<file path="config.mk">
export PLATFORM = sky130hd
export DESIGN_NAME = utf8_stream_decoder
export DESIGN_NICKNAME = d
export VERILOG_FILES = /design/src/design/usd_pkg.sv /design/src/design/usd_core.sv /design/src/design/usd_out_buf.sv /design/src/design/utf8_stream_decoder.sv
export SDC_FILE = /design/constraint.sdc
export NUM_CORES = 1
export LEC_CHECK = 0
export BUFFER_PORTS_ARGS = -buffer_cell sky130_fd_sc_hd__clkbuf_2
export CORE_UTILIZATION = 35
export CTS_CLUSTER_SIZE = 12
export DETAILED_ROUTE_END_ITERATION = 8
export HOLD_SLACK_MARGIN = 0.06
export PLACE_DENSITY_LB_ADDON = 0.08
export SLEW_MARGIN = 20
export SYNTH_ARGS = -nofsm -noshare
export SYNTH_HDL_FRONTEND = slang
export SYNTH_SLANG_ARGS = --single-unit
</file>
<file path="constraint.sdc">
create_clock -name clk -period 16.32 [get_ports clk]
set_clock_uncertainty 0.2 [all_clocks]
set_input_delay 4.08 -clock clk [delete_from_list [all_inputs] [get_ports clk]]
set_output_delay 4.08 -clock clk [all_outputs]
set_load 0.05 [all_outputs]
</file>
<file path="src/design/usd_pkg.sv">
// Shared types, status codes and lead-byte helpers for the UTF-8 stream decoder.
// No dependencies.
`default_nettype none

package usd_pkg;

  localparam int unsigned CP_W    = 31;
  localparam int unsigned LEN_W   = 3;
  localparam int unsigned TOTAL_W = 32;

  typedef enum logic [1:0] {
    ST_OK        = 2'd0,
    ST_INVALID   = 2'd1,
    ST_TRUNCATED = 2'd2
  } status_t;

  typedef struct packed {
    logic [7:0] in_byte;
    logic       last_of_buffer;
  } usd_in_t;

  typedef struct packed {
    logic [CP_W-1:0]    codepoint;
    logic [LEN_W-1:0]   char_bytes;
    logic [TOTAL_W-1:0] char_total;
    status_t            status;
    logic               end_of_buffer;
  } usd_out_t;

  // Sequence length selected by a lead byte; zero marks an invalid lead.
  function automatic logic [LEN_W-1:0] lead_length(input logic [7:0] b);
    logic [LEN_W-1:0] len;
    if (b[7] == 1'b0) begin
      len = 3'd1;
    end else if (b[7:5] == 3'b110) begin
      len = 3'd2;
    end else if (b[7:4] == 4'b1110) begin
      len = 3'd3;
    end else if (b[7:3] == 5'b11110) begin
      len = 3'd4;
    end else if (b[7:2] == 6'b111110) begin
      len = 3'd5;
    end else if (b[7:1] == 7'b1111110) begin
      len = 3'd6;
    end else begin
      len = 3'd0;
    end
    return len;
  endfunction

  // Payload bits carried by a lead byte of the given sequence length.
  function automatic logic [6:0] lead_payload(input logic [7:0] b, input logic [LEN_W-1:0] len);
    logic [6:0] p;
    case (len)
      3'd2:    p = {2'b00, b[4:0]};
      3'd3:    p = {3'b000, b[3:0]};
      3'd4:    p = {4'b0000, b[2:0]};
      3'd5:    p = {5'b00000, b[1:0]};
      3'd6:    p = {6'b000000, b[0]};
      default: p = b[6:0];
    endcase
    return p;
  endfunction

endpackage

`default_nettype wire

</file>
<file path="src/design/usd_core.sv">
// Per-byte decode: sequence state, codepoint accumulator and character counter.
// Depends on usd_pkg.
`default_nettype none

module usd_core
  import usd_pkg::*;
(
  input  wire logic     clk,
  input  wire logic     rst_n,
  input  wire logic     advance,
  input  wire usd_in_t  item,
  output logic          res_valid,
  output usd_out_t      res
);

  logic [LEN_W-1:0]   rem_r, rem_nxt;
  logic [LEN_W-1:0]   seq_r, seq_nxt;
  logic [CP_W-1:0]    acc_r, acc_nxt;
  logic [TOTAL_W-1:0] cnt_r, cnt_nxt;
  logic               disc_r, disc_nxt;
  status_t            pend_r, pend_nxt;

  logic [7:0]         b;
  logic               last;
  logic [LEN_W-1:0]   len;
  logic [CP_W-1:0]    acc_shift;
  logic [LEN_W-1:0]   rem_dec;
  logic [TOTAL_W-1:0] cnt_inc;

  // Fault handling shared by every fault path.
  logic               flt;
  status_t            flt_code;
  logic               done;
  logic [CP_W-1:0]    done_cp;
  logic [LEN_W-1:0]   done_len;

  assign b         = item.in_byte;
  assign last      = item.last_of_buffer;
  assign len       = lead_length(b);
  assign acc_shift = {acc_r[CP_W-7:0], b[5:0]};
  assign rem_dec   = rem_r - 3'd1;
  assign cnt_inc   = (cnt_r == {TOTAL_W{1'b1}}) ? cnt_r : cnt_r + 32'd1;

  always_comb begin
    flt      = 1'b0;
    flt_code = ST_OK;
    done     = 1'b0;
    done_cp  = '0;
    done_len = '0;
    rem_nxt  = rem_r;
    seq_nxt  = seq_r;
    acc_nxt  = acc_r;
    cnt_nxt  = cnt_r;
    disc_nxt = disc_r;
    pend_nxt = pend_r;
    res_valid = 1'b0;
    res       = '0;

    if (disc_r) begin
      if (last) begin
        res_valid = 1'b1;
        res.char_total    = cnt_r;
        res.status        = pend_r;
        res.end_of_buffer = 1'b1;
      end
    end else if (rem_r == 3'd0) begin
      if (len == 3'd0) begin
        flt      = 1'b1;
        flt_code = ST_INVALID;
      end else if (len == 3'd1) begin
        done     = 1'b1;
        done_cp  = {24'd0, b[6:0]};
        done_len = 3'd1;
      end else if (last) begin
        flt      = 1'b1;
        flt_code = ST_TRUNCATED;
      end else begin
        acc_nxt = {24'd0, lead_payload(b, len)};
        seq_nxt = len;
        rem_nxt = len - 3'd1;
      end
    end else if (b[7:6] != 2'b10) begin
      flt      = 1'b1;
      flt_code = ST_INVALID;
    end else if (rem_dec == 3'd0) begin
      done     = 1'b1;
      done_cp  = acc_shift;
      done_len = seq_r;
    end else if (last) begin
      flt      = 1'b1;
      flt_code = ST_TRUNCATED;
    end else begin
      acc_nxt = acc_shift;
      rem_nxt = rem_dec;
    end

    if (flt) begin
      rem_nxt = '0;
      seq_nxt = '0;
      acc_nxt = '0;
      if (last) begin
        res_valid = 1'b1;
        res.char_total    = cnt_r;
        res.status        = flt_code;
        res.end_of_buffer = 1'b1;
      end else begin
        disc_nxt = 1'b1;
        pend_nxt = flt_code;
      end
    end

    if (done) begin
      res_valid = 1'b1;
      res.codepoint     = done_cp;
      res.char_bytes    = done_len;
      res.char_total    = cnt_inc;
      res.status        = ST_OK;
      res.end_of_buffer = last;
      cnt_nxt = cnt_inc;
      rem_nxt = '0;
      seq_nxt = '0;
      acc_nxt = '0;
    end

    // drop all sequence state at the end of every buffer
    if (last) begin
      rem_nxt  = '0;
      seq_nxt  = '0;
      acc_nxt  = '0;
      cnt_nxt  = '0;
      disc_nxt = 1'b0;
      pend_nxt = ST_OK;
    end
  end

  always_ff @(posedge clk) begin
    if (!rst_n) begin
      rem_r  <= '0;
      seq_r  <= '0;
      acc_r  <= '0;
      cnt_r  <= '0;
      disc_r <= 1'b0;
      pend_r <= ST_OK;
    end else if (advance) begin
      rem_r  <= rem_nxt;
      seq_r  <= seq_nxt;
      acc_r  <= acc_nxt;
      cnt_r  <= cnt_nxt;
      disc_r <= disc_nxt;
      pend_r <= pend_nxt;
    end
  end

endmodule

`default_nettype wire

</file>
<file path="src/design/usd_out_buf.sv">
// Result register with a skid entry, so the decoder keeps moving while a result waits.
// Depends on usd_pkg.
`default_nettype none

module usd_out_buf
  import usd_pkg::*;
(
  input  wire logic     clk,
  input  wire logic     rst_n,
  input  wire logic     wr_valid,
  input  wire usd_out_t wr_data,
  output logic          can_take,
  output logic          out_valid,
  input  wire logic     out_ready,
  output usd_out_t      out_data
);

  logic     main_valid_r, main_valid_nxt;
  usd_out_t main_data_r, main_data_nxt;
  logic     skid_valid_r, skid_valid_nxt;
  usd_out_t skid_data_r, skid_data_nxt;
  logic     pop;

  assign can_take  = !skid_valid_r;
  assign out_valid = main_valid_r;
  assign out_data  = main_data_r;
  assign pop       = main_valid_r && out_ready;

  always_comb begin
    main_valid_nxt = main_valid_r;
    main_data_nxt  = main_data_r;
    skid_valid_nxt = skid_valid_r;
    skid_data_nxt  = skid_data_r;
    if (!main_valid_r || pop) begin
      // main slot frees up: refill from skid first to keep order
      if (skid_valid_r) begin
        main_valid_nxt = 1'b1;
        main_data_nxt  = skid_data_r;
        skid_valid_nxt = wr_valid;
        skid_data_nxt  = wr_data;
      end else begin
        main_valid_nxt = wr_valid;
        main_data_nxt  = wr_data;
      end
    end else if (wr_valid) begin
      skid_valid_nxt = 1'b1;
      skid_data_nxt  = wr_data;
    end
  end

  always_ff @(posedge clk) begin
    if (!rst_n) begin
      main_valid_r <= 1'b0;
      skid_valid_r <= 1'b0;
    end else begin
      main_valid_r <= main_valid_nxt;
      skid_valid_r <= skid_valid_nxt;
    end
  end

  always_ff @(posedge clk) begin
    main_data_r <= main_data_nxt;
    skid_data_r <= skid_data_nxt;
  end

endmodule

`default_nettype wire

</file>
<file path="src/design/utf8_stream_decoder.sv">
// UTF-8 stream decoder top level: input register, decode core and result buffer.
// Depends on usd_pkg, usd_core and usd_out_buf.
`default_nettype none

// Accepts one byte per cycle while in_ready is high and returns at most one result
// per byte. The byte lands in the input register, and its result lands in the result
// register or its skid entry when the core consumes it.
// Lead bytes of 1 to 6 bytes are decoded, legacy forms included, with no overlong
// or surrogate checks. A fault is reported once, at the buffer's last byte, with
// codepoint and char_bytes zero; the bytes up to that point are dropped. The
// per-byte path is the lead classification plus a 6-bit shift into the codepoint
// accumulator and the saturating character count. in_ready drops only when both
// the result register and its skid entry hold results that are not taken.

module utf8_stream_decoder
  import usd_pkg::*;
(
  input  wire logic     clk,
  input  wire logic     rst_n,
  input  wire logic     in_valid,
  output logic          in_ready,
  input  wire usd_in_t  in_data,
  output logic          out_valid,
  input  wire logic     out_ready,
  output usd_out_t      out_data
);

  logic     in_valid_r, in_valid_nxt;
  usd_in_t  in_data_r;
  logic     can_take;
  logic     advance;
  logic     res_valid;
  usd_out_t res;

  assign advance  = in_valid_r && can_take;
  assign in_ready = !in_valid_r || can_take;

  always_comb begin
    in_valid_nxt = in_valid_r;
    if (in_valid && in_ready) begin
      in_valid_nxt = 1'b1;
    end else if (advance) begin
      in_valid_nxt = 1'b0;
    end
  end

  always_ff @(posedge clk) begin
    if (!rst_n) begin
      in_valid_r <= 1'b0;
    end else begin
      in_valid_r <= in_valid_nxt;
    end
  end

  // hold the byte until the core consumes it
  always_ff @(posedge clk) begin
    if (in_valid && in_ready) begin
      in_data_r <= in_data;
    end
  end

  usd_core u_core (
    .clk       (clk),
    .rst_n     (rst_n),
    .advance   (advance),
    .item      (in_data_r),
    .res_valid (res_valid),
    .res       (res)
  );

  usd_out_buf u_out_buf (
    .clk       (clk),
    .rst_n     (rst_n),
    .wr_valid  (advance && res_valid),
    .wr_data   (res),
    .can_take  (can_take),
    .out_valid (out_valid),
    .out_ready (out_ready),
    .out_data  (out_data)
  );

endmodule

`default_nettype wire

</file>
==> results of run 1 <==
[final timing paths]
path	endpoint	slack (ns)	depth (start not counted)
worst max register to register	u_out_buf.skid_data_r[33]$_DFFE_PP_	12.00	11
worst max-delay path	u_out_buf.skid_data_r[33]$_DFFE_PP_	10.14	6
worst min register to register	u_core.rem_r[1]$_SDFFE_PN0P_	0.26	2
worst min-delay path	u_core.rem_r[1]$_SDFFE_PN0P_	0.26	2
[flip-flops by register name, indices dropped and copies added (netlist names), 2 cells and up]
| signal | cells |
|---|---|
| u_core.acc_r | 25 |
| u_core.pend_r | 2 |
| u_out_buf.skid_data_r | 69 |
| u_out_buf.out_data | 69 |
| u_core.seq_r | 3 |
| in_data_r | 9 |
| u_core.rem_r | 3 |
| u_core.cnt_r | 32 |
[kinds of logic after synthesis]
logic type                 after synthesis
AOI/OAI and AO/OA                      222
DFF                                    216
and+or+nand+nor                        329
buffers and inverters                   78
adders and majority gates                9
xor gates and xnor gates                 5
muxes                                   59
[placed cells by master (no fill, tap or decap), drive strengths merged, types with 4 or more instances in the layout]
cell type  netlist  final
o31ai            9      9
inv             15     16
a22oi           19     19
a21oi           38     38
a22o             6      6
mux2i            5      5
o221ai           4      4
a2111oi          5      5
nand2b           6      6
o211ai           5      5
ha               9      9
mux2            54     54
nor3            26     26
nand4           19     19
a21o             5      5
a31oi           43     43
and4             7      7
dfxtp           69     69
nor2b            8      8
clkbuf          35    122
and3            14     14
nand3           30     30
o21ai           54     54
edfxtp         147    147
nor4            11     11
a211oi           5      5
or3              4      4
nor2            65     65
and2            36     36
buf             27     11
nand2           94     94
[layer usage]
metal	routed length, um	GRT usage [%]
met1	13300	27.0
met2	10500	24.9
met3	1270	2.53
met4	526	4.17
met5	0	0
[power breakdown]
part | switching (mW) | internal [mW]
Clock | 0.220 | 0.319
Sequential | 0.00714 | 0.593
Combinational | 0.0765 | 0.0219
Total | 0.304 | 0.934
[metrics by stage]
| step | std cells | hold slack [ns] | total power [mW] | utilization [%] | setup WS (ns) |
|---|---|---|---|---|---|
| 2_1_floorplan | 918 | 0.232 | 0.683 | - | 8.17 |
| 3_3_place_gp | 1334 | 0.241 | 0.711 | 38.1 | 9.51 |
| 3_5_place_dp | 1334 | 0.250 | 0.711 | 38.1 | 9.49 |
| 4_1_cts | 1378 | 0.268 | 1.25 | 40.8 | 10.05 |
| 5_1_grt | 1378 | 0.300 | 1.28 | 40.8 | 9.87 |
| 6_report | 1378 | 0.264 | 1.24 | 40.8 | 10.14 |
[final cells by class]
class | count | area, um2
inverters | 16 | 60.1
fillers | 2839 | 17000
clock buffers | 39 | 687
well taps | 384 | 480
repair buffers | 94 | 498
multi-input cells | 624 | 4090
clock inverters | 5 | 86.3
flip-flops and latches | 216 | 5800
[worst min-delay path, delay by kind of cell (launching register included)]
kind	cells	cell delay, ns
AO/OA/AOI/OAI	1	0.05
AND/OR/NAND/NOR	1	0.05
flip-flops	1	0.31
==> results_dict.tcl, run 1 <==
set metrics [dict create \
    outcome "finished clean" \
    rsz0062_at_grt "false" \
    syn_area_per_cell_um2 11.1 \
    dr.first_iter.drc_count 645 \
    power.density_nw_per_um2 106 \
    end_kind "register" \
    yosysWarnings 0 \
    htree_levels 1 \
    synth.most_common_cell "edfxtp_1" \
    drive_above_1_share_pct 20.9 \
    yosysTopAreaCellShare_pct 43.3 \
    crit_slowest_cell "nand2_2" \
    criticalPathCategory "in -> reg" \
    yosys.area_share.xor_xnor_pct 0.429 \
    synth_compound_area_share_pct 14.6 \
    row_count 62 \
    route.detailed.drc 0 \
    clkLatencyLatePin_ns 0.53 \
    ys_types 70 \
    portBuffers 83 \
    peakVddDrop_v 0.0000697 \
    cts_resized 0 \
    antenna_found_initial 0 \
    r2r_start "in_data_r[4]$_DFFE_PP_" \
    tightest_slew_ns 1.07 \
    grt_usage_pct 17.3 \
    start_kind "input pin" \
    startpoint "out_ready" \
    syn-num-nets 940 \
    cts_setup_buffers 0 \
    crit_family "simple AND/OR/NAND/NOR gates" \
    ys_ff_latch 216 \
    final_hold_viol_count 0 \
    clk_pin_slew_ns 0.06 \
    drt_wl_total_mm 25.6 \
    final_max_slew_viol_count 0 \
    viasPerCell 5.33 \
    cts-root-buf "clkbuf_16" \
    synth-main-ff-cell "edfxtp_1" \
    grt_max_degree 47 \
    die_area_um2 29800 \
    clockBufferDepth 3 \
    min_from "u_core.rem_r[1]$_SDFFE_PN0P_" \
    slew_headroom_pct 28.6 \
    finalNetCount 998 \
    synth_simple_gate_area_share_pct 17.3 \
    ys_seq_area_share_pct 56.8 \
    die_w_um 173 \
    worstPathArrival_ns 6.14 \
    placed_area_um2 10900 \
    hpwl_mm 16.4 \
    max_stage_delay_ns 0.66 \
    synthAdderAreaFrac_pct 1.10 \
    design_area_um2 11700 \
    initial_core_util_pct 35.6 \
    area_growth_pct 14.6 \
    crit_fanout 46 \
    pin_count 84 \
    first_pass_iters 5 \
    setup_viol 0 \
    post-route-period-util_pct 37.9 \
    cts.sinks 216 \
    routed-via-count 7339 \
    synthCells 918 \
    synth_top_family_by_area "simple AND/OR/NAND/NOR gates" \
    p_leak_nw 4.39 \
    wire_per_inst_um 18.6 \
    crit_buf_inv 2 \
    synthesis.area_um2 10200 \
    grt-ovfl-total 0 \
    async_flop_share_pct 0 \
    setup-tns-final_ns 0 \
    core_um2 28700 \
    hold_path_class "reg -> reg" \
    n_antenna_cell 0 \
    grt_pass1_vias 6920 \
    die_h_um 173 \
    cap_viol_max_count 0 \
    synth_common_cells "edfxtp_1, nand2_1, dfxtp_1" \
    ant_nets 0 \
    synth_mux_area_share_pct 6.45 \
    cts_buffers 24 \
    max_freq_mhz 162 \
    yosys-top-cells-area "edfxtp_1, dfxtp_1, mux2_2" \
    cts_tree "yes" \
    cp_cell_sequence "clkbuf_2 > nand2b_4 > nor2_1 > nand3_1 > nand2_2 > buf_4" \
    grt_pass1_wl_mm 41.4 \
    synth-edff-count 147 \
    place.gp.congestion 0.819 \
    cp_data_required_time_ns 16.28 \
    hold_buffers 0 \
    synth_top_cell_by_area "edfxtp_1" \
    fin_crit_ns 6.18 \
]
No activity file was read; power rests on OpenSTA's default activity.
==> inputs of run 2 (changes only) <==
- ABC_AREA: default -> 1
- clock period: 16.32 -> 5.5 ns (I/O delays scaled with it)
==> run 2 against run 1 <==
- utilization grew 0.23 points
- first-iteration DRC count fell by 21%
- count of clock-buffer cells in the layout down 7
- largest cell class unchanged
- via count increased by 4.9%
- hold slack lost 0.020 ns
- critical endpoint is now u_out_buf.skid_data_r[17]$_DFFE_PP_
==> results_dict.tcl, run 2 <==
set metrics [dict create \
    crit_fanout 48 \
    placed_area_um2 11100 \
    post-route-period-util_pct 67.4 \
    pin_count 84 \
    die_h_um 174 \
    clockBufferDepth 3 \
    cts_tree "yes" \
    clkLatencyLatePin_ns 0.53 \
    first_pass_iters 6 \
    hold_buffers 0 \
    top_layer "met4" \
    ant_nets 0 \
    end_kind "register" \
    drt_wl_total_mm 25.8 \
    fin_cells 1616 \
    synthesis.area_um2 10400 \
    htree_levels 1 \
    hpwl_mm 16.5 \
    tightest_slew_ns 0.991 \
    yosysTopAreaCellShare_pct 42.5 \
    ys_ff_latch 216 \
    place.gp.congestion 0.842 \
    cts-root-buf "clkbuf_16" \
    cts_buffers 25 \
    outcome "finished clean" \
    synth_common_cells "nand2_1, edfxtp_1, a21oi_1" \
    row_count 62 \
    wl_met2_mm 10.9 \
    portBuffers 83 \
    power_mw 3.77 \
    grt_max_degree 72 \
    wire_per_inst_um 16.0 \
    clk_pin_slew_ns 0.06 \
    cap_viol_max_count 0 \
    die_area_um2 30400 \
    viasPerCell 4.76 \
    max_freq_mhz 270 \
    initial_core_util_pct 35.9 \
    grt-ovfl-total 0 \
    design_area_um2 11900 \
    yosys-top-cells-area "edfxtp_1, nand2_1, dfxtp_1" \
    layout_common_cells "nand2_1, edfxtp_1, clkbuf_2" \
    criticalPathCategory "reg -> reg" \
    peakVddDrop_v 0.000225 \
    antenna_found_initial 0 \
    slew_headroom_pct 34.0 \
    rsz0062_at_grt "false" \
    synth_top_cell_by_area "edfxtp_1" \
    n_antenna_cell 0 \
    dr.first_iter.drc_count 512 \
    setup_viol 0 \
    grt_pass1_vias 7512 \
    cp_data_required_time_ns 5.49 \
    ys_types 44 \
    final_hold_viol_count 0 \
    p_leak_nw 4.67 \
    syn_area_per_cell_um2 9.02 \
    synth.most_common_cell "nand2_1" \
    whs_ns 0.244 \
    async_flop_share_pct 0 \
    final_max_slew_viol_count 0 \
    start_kind "register" \
    cts_setup_buffers 0 \
    cts.sinks 216 \
    cts_resized 0 \
    fin_crit_ns 3.71 \
    routed-via-count 7695 \
    post-place-cells 1571 \
    grt_pass1_wl_mm 41.8 \
    yosysWarnings 0 \
    wl_met1_mm 13.3 \
    hold_path_class "reg -> reg" \
    layout_commonest_cell "nand2_1" \
    die_w_um 174 \
    setup-tns-final_ns 0 \
    area_growth_pct 14.1 \
    dr_wl_met3_mm 1.15 \
    synth-main-ff-cell "edfxtp_1" \
    finalNetCount 1236 \
    ys_seq_area_share_pct 55.8 \
    route.detailed.drc 0 \
    syn-num-nets 1175 \
    core_um2 28900 \
    n_fill_cell 2901 \
    worstPathArrival_ns 3.69 \
    synthCells 1153 \
    synth-edff-count 147 \
    drive_above_1_share_pct 16.6 \
    power.density_nw_per_um2 318 \
    grt_usage_pct 17.2 \
]
==> run 2: cell type report <==
cell class	count	area, um2	share of cell area, %
flip-flops and latches	216	5800	48.9
multi-input cells	811	4060	34.2
clock buffers	32	682	5.75
well taps	384	480	4.05
repair buffers	89	473	3.99
inverters	71	273	2.30
clock inverters	13	96.3	0.812
==> run 2: metrics by stage <==
| stage | setup slack (ns) | utilization (%) |
|---|---|---|
| 3_5_place_dp | 1.80 | 38.3 |
| 2_1_floorplan | 0.613 | - |
| 5_1_grt | 1.50 | 41.0 |
| 6_report | 1.79 | 41.0 |
| 3_3_place_gp | 1.88 | 38.3 |
| 4_1_cts | 1.76 | 41.0 |
==> run 2: worst paths after layout <==
check,depth (start not counted),slack [ns],end,startpoint
setup / recovery,13,1.79,u_out_buf.skid_data_r[17]$_DFFE_PP_,in_data_r[2]$_DFFE_PP_
hold / removal,2,0.24,u_core.pend_r[1]$_SDFFE_PN0P_,u_core.pend_r[1]$_SDFFE_PN0P_
setup reg to reg,13,1.79,u_out_buf.skid_data_r[17]$_DFFE_PP_,in_data_r[2]$_DFFE_PP_
hold reg to reg,2,0.24,u_core.pend_r[1]$_SDFFE_PN0P_,u_core.pend_r[1]$_SDFFE_PN0P_
==> run 2: layer usage <==
| metal | track usage (%) | vias up |
|---|---|---|
| met5 | 0 | - |
| met4 | 4.17 | 0 |
| met3 | 2.56 | 37 |
| met2 | 25.7 | 148 |
| met1 | 25.9 | 3561 |
| li1 | - | 3949 |
==> run 2: power breakdown <==
part / internal (mW) / switching (mW)
clock network: 0.921 / 0.655
registers: 1.78 / 0.0241
logic: 0.0734 / 0.315
total: 2.78 / 0.995
==> run 2: critical path, cell delays in order (launching register included) <==
cell,delay (ns)
edfxtp_1,0.42
nor2_1,0.12
nand2_1,0.07
a31oi_1,0.34
inv_1,0.15
ha_1,0.27
inv_1,0.11
nand3_4,0.09
nand2_4,0.11
a21oi_4,0.09
nor2_4,0.14
inv_4,0.17
o21ai_4,0.68
buf_12,0.35
==> run 2: cells by family (layout without fill, tap and decap cells) <==
family | Yosys count | in the layout | synth area share (%)
compound gates | 150 | 150 | 8.87
xor+xnor | 22 | 22 | 1.85
fa+ha+maj | 9 | 9 | 1.08
buf+inv | 126 | 205 | 5.54
flops | 216 | 216 | 55.8
simple gates | 630 | 630 | 26.9
==> inputs of run 3 (changes only) <==
- clock period: 5.5 -> 3.6 ns (I/O delays scaled with it)
==> run 3 against run 2 <==
- critical endpoint is now u_out_buf.skid_data_r[15]$_DFFE_PP_
- highest routed layer unchanged
- critical path depth increased by 1
- via count increased by 2.0%
- first-iteration DRC count increased by 21%
==> results_dict.tcl, run 3 (synthesis results as in run 2) <==
set metrics [dict create \
    core_um2 28900 \
    cap_viol_max_count 0 \
    htree_levels 1 \
    drive_above_1_share_pct 17.2 \
    antenna_found_initial 0 \
    whs_path_depth 2 \
    hold_buffers 0 \
    final_hold_viol_count 0 \
    outcome "finished clean" \
    top_layer "met4" \
    hold_path_class "reg -> reg" \
    setup-tns-final_ns 0 \
    routed-via-count 7848 \
    pre_cts_ws_ns 0.460 \
    rsz0062_at_grt "false" \
    slew_headroom_pct 43.9 \
    hpwl_mm 17.0 \
    grt_max_degree 72 \
    setup_slack_ns 0.447 \
    cts_tree "yes" \
    cp_data_required_time_ns 3.58 \
    end_kind "register" \
    p_leak_nw 4.71 \
    n_antenna_cell 0 \
    initial_core_util_pct 35.9 \
    hold_end "u_core.pend_r[1]$_SDFFE_PN0P_" \
    setup_viol 0 \
    cts-root-buf "clkbuf_16" \
    clkLatencyLatePin_ns 0.52 \
    max_freq_mhz 317 \
    grt_pass1_wl_mm 42.5 \
    clk_pin_slew_ns 0.06 \
    grt-ovfl-total 0 \
    portBuffers 83 \
    reg2reg_to "u_out_buf.skid_data_r[15]$_DFFE_PP_" \
    clockBufferDepth 3 \
    finalNetCount 1244 \
    place.gp.congestion 0.880 \
    worstPathArrival_ns 3.13 \
    crit_fanout 33 \
    first_pass_iters 5 \
    power.density_nw_per_um2 488 \
    grt_pass1_vias 7479 \
    min_from "u_core.pend_r[1]$_SDFFE_PN0P_" \
    route.detailed.drc 0 \
    layout_commonest_cell "nand2_1" \
    grt_usage_pct 17.5 \
    cts_resized 0 \
    layout_common_cells "nand2_1, edfxtp_1, clkbuf_2" \
    final_max_slew_viol_count 0 \
    wire_per_inst_um 16.1 \
    criticalPathCategory "reg -> reg" \
    viasPerCell 4.83 \
    cts_setup_buffers 0 \
    pin_count 84 \
    dr.first_iter.drc_count 621 \
    r2r_cells 14 \
    row_count 62 \
    cts_buffers 25 \
    wl_met2_mm 10.7 \
    wl_met1_mm 13.8 \
    fin_crit_ns 3.15 \
    die_h_um 174 \
    fin_util_pct 41.3 \
    ff2ff_setup_slack_ns 0.45 \
    area_growth_pct 15.0 \
    ant_nets 0 \
    r2r_start "in_data_r[7]$_DFFE_PP_" \
    peakVddDrop_v 0.000294 \
    drt_wl_total_mm 26.2 \
    post-route-period-util_pct 87.6 \
    start_kind "register" \
    die_area_um2 30400 \
    die_w_um 174 \
    tightest_slew_ns 0.841 \
    cts.sinks 216 \
    dr_wl_met3_mm 1.21 \
]
run 3: power breakdown:
part | leakage (nW) | switching, mW | internal [mW]
Combinational | 2.24 | 0.476 | 0.124
Clock | 0.384 | 1.02 | 1.45
Sequential | 2.09 | 0.0383 | 2.72
Total | 4.71 | 1.54 | 4.29
run 3: routing by layer:
metal / GRT usage, % / vias up
met2: 25.5 / 186
met4: 4.09 / 0
met5: 0 / -
met1: 27.3 / 3664
li1: - / 3961
met3: 2.27 / 37
run 3: final cells by class:
cell class                 instances  area [um2]
multi-input combinational        811        4060
clock buffer                      33         666
fill                            2933       17000
timing repair buffer              97         546
tap                              384         480
sequential                       216        5800
inverter                          71         273
clock inverter                    13         125
run 3: worst max-delay path, stage by stage (launching register included):
cell	delay [ns]
edfxtp_1	0.43
nand2_1	0.14
nor2_4	0.16
nand3_1	0.10
nand3_2	0.12
inv_1	0.09
ha_1	0.23
inv_1	0.11
nand3_4	0.09
nand2_4	0.11
a21oi_4	0.08
nor2_4	0.14
inv_4	0.17
o21ai_4	0.23
buf_4	0.37
run 3: worst max path at each step:
stage,startpoint,end,slack [ns],cells after the start
after global placement,in_data_r[7]$_DFFE_PP_,u_out_buf.skid_data_r[12]$_DFFE_PP_,0.53,14
after CTS,in_data_r[7]$_DFFE_PP_,u_out_buf.skid_data_r[15]$_DFFE_PP_,0.43,14
after global routing,in_data_r[5]$_DFFE_PP_,u_out_buf.skid_data_r[15]$_DFFE_PP_,0.20,14
final,in_data_r[7]$_DFFE_PP_,u_out_buf.skid_data_r[15]$_DFFE_PP_,0.45,14
after floorplan,in_data_r[7]$_DFFE_PP_,u_out_buf.skid_data_r[0]$_DFFE_PP_,0.02,14
after detailed placement,in_data_r[7]$_DFFE_PP_,u_out_buf.skid_data_r[12]$_DFFE_PP_,0.46,14
run 3: stage by stage:
| step | total power, mW | instance area [um2] | hold slack, ns | std cells |
|---|---|---|---|---|
| 2_1_floorplan | 3.28 | 10400 | 0.218 | 1153 |
| 3_3_place_gp | 3.42 | 11200 | 0.228 | 1579 |
| 3_5_place_dp | 3.42 | 11200 | 0.232 | 1579 |
| 4_1_cts | 5.91 | 12000 | 0.241 | 1625 |
| 5_1_grt | 6.06 | 12000 | 0.273 | 1625 |
| 6_report | 5.83 | 12000 | 0.238 | 1625 |
